--- src/rtl/dhc_pkg.sv ---
package dhc_pkg;

   localparam int PIX_W   = 8;
   localparam int QUOT_W  = 8;
   localparam int NUM_W   = 16;
   localparam int REM_W   = 6;

   localparam logic [NUM_W-1:0] HUE_SPAN    = 16'd240;
   localparam logic [PIX_W-1:0] HUE_TOP     = 8'd240;
   localparam logic [PIX_W-1:0] SECTOR_SPAN = 8'd60;
   localparam logic [PIX_W-1:0] CH_FULL     = 8'hFF;
   localparam logic [PIX_W-1:0] CH_ZERO     = 8'h00;

   typedef enum logic [2:0] {
      SEC_RED_YELLOW   = 3'd0,
      SEC_YELLOW_GREEN = 3'd1,
      SEC_GREEN_CYAN   = 3'd2,
      SEC_CYAN_BLUE    = 3'd3,
      SEC_BLUE_MAGENTA = 3'd4,
      SEC_MAGENTA_RED  = 3'd5
   } sector_type;

   typedef struct packed {
      logic              valid;
      logic              blank;
      logic [PIX_W-1:0]  m;
      logic [NUM_W-1:0]  rem;
      logic [QUOT_W-1:0] quot;
   } div_type;

   typedef struct packed {
      logic             valid;
      logic             blank;
      sector_type       sector;
      logic [REM_W-1:0] frac;
   } hue_type;

   // one restoring step: quotient bit sh
   function automatic div_type div_step(div_type s, logic [2:0] sh);
      div_type          r;
      logic [NUM_W-1:0] dv;
      r  = s;
      dv = {{(NUM_W-PIX_W){1'b0}}, s.m} << sh;
      if (s.rem >= dv) begin
         r.rem      = s.rem - dv;
         r.quot[sh] = 1'b1;
      end
      return r;
   endfunction

endpackage

--- src/rtl/dhc_front.sv ---
module dhc_front (
   input  logic                       clock,
   input  logic                       reset,
   input  logic                       in_valid,
   input  logic [dhc_pkg::PIX_W-1:0]  disparity,
   input  logic [dhc_pkg::PIX_W-1:0]  max_disp,
   output dhc_pkg::div_type           div_in
);
   import dhc_pkg::*;

   div_type          front_ff;
   div_type          front_in;
   logic [PIX_W-1:0] dsat;
   logic [PIX_W-1:0] diff;

   always_comb begin
      dsat           = (disparity > max_disp) ? max_disp : disparity;
      diff           = max_disp - dsat;
      front_in.valid = in_valid;
      front_in.blank = (max_disp == CH_ZERO) || (disparity == CH_ZERO);
      front_in.m     = max_disp;
      front_in.rem   = {{(NUM_W-PIX_W){1'b0}}, diff} * HUE_SPAN;
      front_in.quot  = '0;
   end

   always_ff @(posedge clock) begin
      if (reset) begin
         front_ff.valid <= 1'b0;
      end else begin
         front_ff <= front_in;
      end
   end

   assign div_in = front_ff;

endmodule

--- src/rtl/dhc_div.sv ---
module dhc_div #(
   parameter int STEPS_PER_STAGE = 2
) (
   input  logic             clock,
   input  logic             reset,
   input  dhc_pkg::div_type div_in,
   output dhc_pkg::div_type div_out
);
   import dhc_pkg::*;

   localparam int STAGE_CNT = QUOT_W / STEPS_PER_STAGE;

   div_type stage_src [STAGE_CNT];
   div_type stage_in  [STAGE_CNT];
   div_type stage_ff  [STAGE_CNT];

   assign stage_src[0] = div_in;

   genvar k;
   for (k = 0; k < STAGE_CNT; k++) begin : g_stage
      if (k > 0) begin : g_link
         assign stage_src[k] = stage_ff[k-1];
      end

      always_comb begin
         div_type v;
         v = stage_src[k];
         for (int j = 0; j < STEPS_PER_STAGE; j++) begin
            v = div_step(v, 3'(QUOT_W - 1 - k * STEPS_PER_STAGE - j));
         end
         stage_in[k] = v;
      end

      always_ff @(posedge clock) begin
         if (reset) begin
            stage_ff[k].valid <= 1'b0;
         end else begin
            stage_ff[k] <= stage_in[k];
         end
      end
   end

   assign div_out = stage_ff[STAGE_CNT-1];

endmodule

--- src/rtl/dhc_color.sv ---
module dhc_color (
   input  logic                       clock,
   input  logic                       reset,
   input  dhc_pkg::div_type           div_out,
   output logic                       rsp_valid,
   output logic [dhc_pkg::PIX_W-1:0]  rsp_blue,
   output logic [dhc_pkg::PIX_W-1:0]  rsp_green,
   output logic [dhc_pkg::PIX_W-1:0]  rsp_red
);
   import dhc_pkg::*;

   hue_type          hue_ff;
   hue_type          hue_in;
   logic [PIX_W-1:0] base;
   logic [PIX_W-1:0] h;

   logic             valid_ff;
   logic             valid_in;
   logic [PIX_W-1:0] blue_ff, green_ff, red_ff;
   logic [PIX_W-1:0] blue_in, green_in, red_in;
   logic [10:0]      t_full, q_full;
   logic [PIX_W-1:0] t, q;

   // hue to sector and remainder
   always_comb begin
      h = div_out.quot;
      priority if (h >= HUE_TOP) begin
         hue_in.sector = SEC_BLUE_MAGENTA;
         base          = HUE_TOP;
      end else if (h >= 8'd180) begin
         hue_in.sector = SEC_CYAN_BLUE;
         base          = 8'd180;
      end else if (h >= 8'd120) begin
         hue_in.sector = SEC_GREEN_CYAN;
         base          = 8'd120;
      end else if (h >= SECTOR_SPAN) begin
         hue_in.sector = SEC_YELLOW_GREEN;
         base          = SECTOR_SPAN;
      end else begin
         hue_in.sector = SEC_RED_YELLOW;
         base          = CH_ZERO;
      end
      hue_in.valid = div_out.valid;
      hue_in.blank = div_out.blank;
      hue_in.frac  = REM_W'(h - base);
   end

   always_ff @(posedge clock) begin
      if (reset) begin
         hue_ff.valid <= 1'b0;
      end else begin
         hue_ff <= hue_in;
      end
   end

   // ramps: floor(r*17/4) and floor((60-r)*17/4)
   always_comb begin
      t_full   = {5'b0, hue_ff.frac} * 11'd17;
      q_full   = {5'b0, REM_W'(SECTOR_SPAN) - hue_ff.frac} * 11'd17;
      t        = PIX_W'(t_full >> 2);
      q        = PIX_W'(q_full >> 2);
      valid_in = hue_ff.valid;
      unique case (hue_ff.sector)
         SEC_RED_YELLOW: begin
            blue_in = CH_ZERO; green_in = t;       red_in = CH_FULL;
         end
         SEC_YELLOW_GREEN: begin
            blue_in = CH_ZERO; green_in = CH_FULL; red_in = q;
         end
         SEC_GREEN_CYAN: begin
            blue_in = t;       green_in = CH_FULL; red_in = CH_ZERO;
         end
         SEC_CYAN_BLUE: begin
            blue_in = CH_FULL; green_in = q;       red_in = CH_ZERO;
         end
         SEC_BLUE_MAGENTA: begin
            blue_in = CH_FULL; green_in = CH_ZERO; red_in = t;
         end
         default: begin
            blue_in = q;       green_in = CH_ZERO; red_in = CH_FULL;
         end
      endcase
      if (hue_ff.blank) begin
         blue_in  = CH_ZERO;
         green_in = CH_ZERO;
         red_in   = CH_ZERO;
      end
   end

   always_ff @(posedge clock) begin
      if (reset) begin
         valid_ff <= 1'b0;
      end else begin
         valid_ff <= valid_in;
      end
   end

   always_ff @(posedge clock) begin
      blue_ff  <= blue_in;
      green_ff <= green_in;
      red_ff   <= red_in;
   end

   assign rsp_valid = valid_ff;
   assign rsp_blue  = blue_ff;
   assign rsp_green = green_ff;
   assign rsp_red   = red_ff;

endmodule

--- src/rtl/disparity_hue_colorizer_core.sv ---
// Disparity to BGR hue colorizer. One pixel may be started in every clock
// cycle; busy is high only during reset and the first cycle after it. Each
// transaction returns exactly one result on rsp_valid with rsp_blue,
// rsp_green and rsp_red, in start order, after the front register, the
// divider stages, the hue register and the output register. The receiver
// cannot stall the block: every result is shown for a single cycle and
// must be taken then. The hue is formed by a restoring divider, which
// retires STEPS_PER_STAGE quotient bits per pipeline stage (1, 2, 4 or 8).
// max_disparity is written through csr_wr_en/csr_wr_data and must only be
// changed while no transaction is in flight; zero forces black output.
module disparity_hue_colorizer_core #(
   parameter int STEPS_PER_STAGE = 2
) (
   input  logic                       clock,
   input  logic                       reset,
   input  logic                       start,
   output logic                       busy,
   input  logic [dhc_pkg::PIX_W-1:0]  req_disparity,
   input  logic                       csr_wr_en,
   input  logic [dhc_pkg::PIX_W-1:0]  csr_wr_data,
   output logic                       rsp_valid,
   output logic [dhc_pkg::PIX_W-1:0]  rsp_blue,
   output logic [dhc_pkg::PIX_W-1:0]  rsp_green,
   output logic [dhc_pkg::PIX_W-1:0]  rsp_red
);
   import dhc_pkg::*;

   logic             busy_ff;
   logic [PIX_W-1:0] max_disp_ff;
   logic             accept;
   div_type          div_in;
   div_type          div_out;

   always_ff @(posedge clock) begin
      if (reset) begin
         busy_ff     <= 1'b1;
         max_disp_ff <= '0;
      end else begin
         busy_ff <= 1'b0;
         if (csr_wr_en) begin
            max_disp_ff <= csr_wr_data;
         end
      end
   end

   assign busy   = busy_ff;
   assign accept = start && !busy_ff;

   dhc_front u_front (
      .clock     (clock),
      .reset     (reset),
      .in_valid  (accept),
      .disparity (req_disparity),
      .max_disp  (max_disp_ff),
      .div_in    (div_in)
   );

   dhc_div #(
      .STEPS_PER_STAGE (STEPS_PER_STAGE)
   ) u_div (
      .clock   (clock),
      .reset   (reset),
      .div_in  (div_in),
      .div_out (div_out)
   );

   dhc_color u_color (
      .clock     (clock),
      .reset     (reset),
      .div_out   (div_out),
      .rsp_valid (rsp_valid),
      .rsp_blue  (rsp_blue),
      .rsp_green (rsp_green),
      .rsp_red   (rsp_red)
   );

   a_hue_range: assert property (@(posedge clock) disable iff (reset)
      (div_out.valid && !div_out.blank) |-> (div_out.quot <= HUE_TOP))
      else $error("hue quotient out of range");

   a_one_dark: assert property (@(posedge clock) disable iff (reset)
      rsp_valid |-> (rsp_blue == CH_ZERO || rsp_green == CH_ZERO || rsp_red == CH_ZERO))
      else $error("colorized pixel has no zero channel");

endmodule
--- config.mk ---
export PLATFORM = sky130hd
export DESIGN_NAME = disparity_hue_colorizer_core
export DESIGN_NICKNAME = d
export VERILOG_FILES = /design/src/rtl/dhc_pkg.sv /design/src/rtl/dhc_front.sv /design/src/rtl/dhc_div.sv /design/src/rtl/dhc_color.sv /design/src/rtl/disparity_hue_colorizer_core.sv
export SDC_FILE = /design/constraint.sdc
export NUM_CORES = 1
export LEC_CHECK = 0
export BUFFER_PORTS_ARGS = -buffer_cell sky130_fd_sc_hd__buf_2
export CORE_ASPECT_RATIO = 2
export CORE_MARGIN = 2
export CORE_UTILIZATION = 63
export CTS_CLUSTER_DIAMETER = 120
export CTS_CLUSTER_SIZE = 12
export DETAILED_ROUTE_END_ITERATION = 7
export PLACE_DENSITY = 0.81
export SLEW_MARGIN = 10
export SYNTH_ARGS = -nofsm -noshare
export SYNTH_HDL_FRONTEND = slang
export SYNTH_SLANG_ARGS = --single-unit
export TNS_END_PERCENT = 50
--- constraint.sdc ---
create_clock -name clock -period 7.9 [get_ports clock]
set_input_delay 1.185 -clock clock [delete_from_list [all_inputs] [get_ports clock]]
set_output_delay 1.185 -clock clock [all_outputs]
set_load 0.02 [all_outputs]
==> results.yml <==
clock_tree:
  post_cts_buffers: 0
  clk_latency_ps: 440
  clk_pin_slew_ps: 60
  root_buffer: "clkbuf_16"
  clock-sinks: 157
  cts_resized: 0
  ctsLongestPathBuffers: 2
  cts_buffers: 17
  postCtsHoldBufs: 0
  tritoncts: "built"
  htree_levels: 4
global_routing:
  grt_pass1_vias: 8439
  grt_overflow: 0
  grt_max_degree: 68
  antenna_found_initial: 0
  grt_pass1_wl_um: 38200
  grt_usage: 0.263
sta:
  final.min_clock_period_ps: 6570
  final-setup-viol-count: 0
  slew_headroom: 0.446
  worst_slack_ps: 1330
  worst_slew_pin_slew_ps: 831
  rsz0062_at_grt: "false"
  fin_skew_ps: 13.5
  finalHoldViolCount: 0
  fmax_ghz: 0.152
  final.period_utilization: 0.832
  tns_ps: 0
  maxSlewViolCount: 0
drt:
  drt_iter0_drc: 283
  dr.pass1.iters: 4
  wl_per_cell_um: 17.9
  drtAntennaViolNets: 0
  vias: 8145
  routed_via_density: 6.12
  wl_um: 23800
  drcViolationCount: 0
logic_synthesis:
  ys_async_sr_fraction: 0
  synth_fp_nets: 1211
  ys_seq_elements: 157
  yosysWarnings: 0
  yosysTopAreaCell: "edfxtp_1"
  synth_edf_count: 117
  netlist.area_leader.share: 0.325
  synth-main-ff-cell: "edfxtp_1"
  synth.avg_cell_area_um2: 10.1
  yosysSeqAreaShare: 0.398
  syn_area_um2: 10800
  syn_inst: 1068
  yosys-top-cells-area: "edfxtp_1 (32%), ha_1 (12%), dfxtp_1 (7.4%)"
  ys_types: 86
cells_and_area:
  multiInputGateArea_um2: 5980
  final_layout_size_suffix_gt1_frac: 0.115
  finalNonFillerCells: 1331
  postLayoutCellArea_um2: 11800
  n_antenna_cell: 0
  nFillCells: 1290
  fin_nets: 1254
  seq_area_um2: 4310
  final_core_util: 0.703
  area_growth_syn_to_layout_pct: 8.83
worst_setup_path:
  r2r_cells: 26
  cp-start-kind: "input pin"
  crit_required_ps: 8090
  cp_max_fo: 16
  arrival_ps: 6770
  crit_type: "in -> reg"
  crit_path_end_kind: "register"
power_and_ir_drop:
  ir_worst_vdd_v: 0.000539
  p_per_area_nw_per_um2: 496
  power_leakage_uw: 0.00505
floorplan:
  fp.dieArea_um2: 18300
  rows: 67
  die_h_um: 189
  die_w_um: 96.7
  start_util: 0.646
  pin_count: 46
  core-area_um2: 16800
status:
  status: "complete, no violations"
placement:
  dp_slack_ps: 890
  globalplace.congestion: 0.897
  placed_area_um2: 11200
  dp_hpwl_um: 18700
  io_buffers: 45
  dpl.cell_count: 1299
worst_hold_path:
  hold_path.class: "reg -> reg"
  min_path_cells: 0
flow_run:
  cap_violations: 0
[path summary, 6_finish.rpt]
| path | slack [ps] | to | from |
|---|---|---|---|
| setup / recovery | 1330 | u_front.div_in[22] | req_disparity[1] |
| hold / removal | 420 | u_div.stage_ff[0][32] | u_front.div_in[32] |
| setup reg to reg | 1630 | u_front.div_in[22] | max_disp_ff[1] |
| hold reg to reg | 420 | u_div.stage_ff[0][32] | u_front.div_in[32] |
[metrics by stage]
| stage | total power (uW) | hold slack (ps) |
|---|---|---|
| final | 5850 | 421 |
| after global routing | 6280 | 428 |
| after CTS | 5820 | 423 |
| after detailed placement | 5050 | 405 |
| after global placement | 4900 | 401 |
| after floorplan | 4300 | 400 |
[sequential cells by signal, indices dropped and copies added, names as in the netlist]
signal and count:
u_color.valid_in 1, busy 1, max_disp_ff 8, u_color.rsp_green 8
u_color.rsp_blue 8, u_color.rsp_red 8, u_div.stage_ff 90, u_front.div_in 22
u_color.hue_ff 10, u_color.rsp_valid 1
[cells in the final DEF, fill, tap and decap left out, drive strengths merged, types with 16 or more instances in the layout]
master  netlist  final
edfxtp      117    117
inv         109    113
ha          106    106
nor2         78     78
a21oi        75     75
o21ai        63     63
nand2        56     56
buf           4     49
xnor2        44     44
dfxtp        40     40
xor2         32     32
a21o         32     32
nor2b        30     30
mux2         26     26
clkbuf       21     23
nand3        19     19
fa           17     17
nor3         16     16
[power breakdown]
group	internal, uW	switching, uW	total (uW)
combinational	1670	2010	3680
clock	436	317	754
sequential	1280	136	1410
total	3380	2470	5850
[synth_stat cells, types with 17 or more instances]
cell,count
a21o_1,31
a21oi_1,73
clkbuf_1,20
dfxtp_1,40
edfxtp_1,117
fa_1,17
ha_1,106
inv_1,106
nand2_1,56
nand3_1,19
nor2_1,78
nor2b_1,29
o21ai_0,61
xnor2_1,44
xor2_1,32
[worst max-delay path: stages]
cell,delay (ps)
buf_2,110
ha_1,300
nor2b_1,130
o21a_1,160
o21a_1,170
o21a_1,170
o21bai_1,120
a22o_1,440
o21ai_0,140
ha_1,230
fa_1,410
xor2_1,340
inv_1,160
ha_1,350
xnor2_1,160
fa_1,520
inv_1,40
ha_1,320
nor2b_1,150
o21ai_0,230
a21boi_0,190
o21ai_0,180
nand2b_1,100
a21o_1,180
a21oi_1,180
xnor2_1,80
[area by class of cell]
cell class / count / area share
Inverter: 110 / 0.0359
Clock inverter: 9 / 0.00488
Tap cell: 207 / 0.0220
Clock buffer: 23 / 0.0415
Sequential cell: 157 / 0.366
Timing Repair Buffer: 49 / 0.0217
Multi-Input combinational cell: 776 / 0.508
[metal layers]
layer | wire length [um] | vias up | track usage
met1 | 7340 | 3881 | 0.205
met4 | 1960 | 0 | 0.215
met5 | 0 | - | 0
met3 | 570 | 112 | 0.0388
met2 | 14000 | 213 | 0.538
li1 | - | 3939 | -
[cells by family (layout without fill, tap and decap cells)]
logic type	count (synthesis)	after routing	synth area share
buffers and inverters	135	191	0.0488
AND/OR/NAND/NOR	267	267	0.123
multiplexers	41	41	0.0444
AO/OA/AOI/OAI	267	267	0.168
adder cells (fa/ha/maj)	125	125	0.156
flip-flops	157	157	0.398
XOR/XNOR	76	76	0.0615
Note: power is estimated with default switching activity, not from simulation.
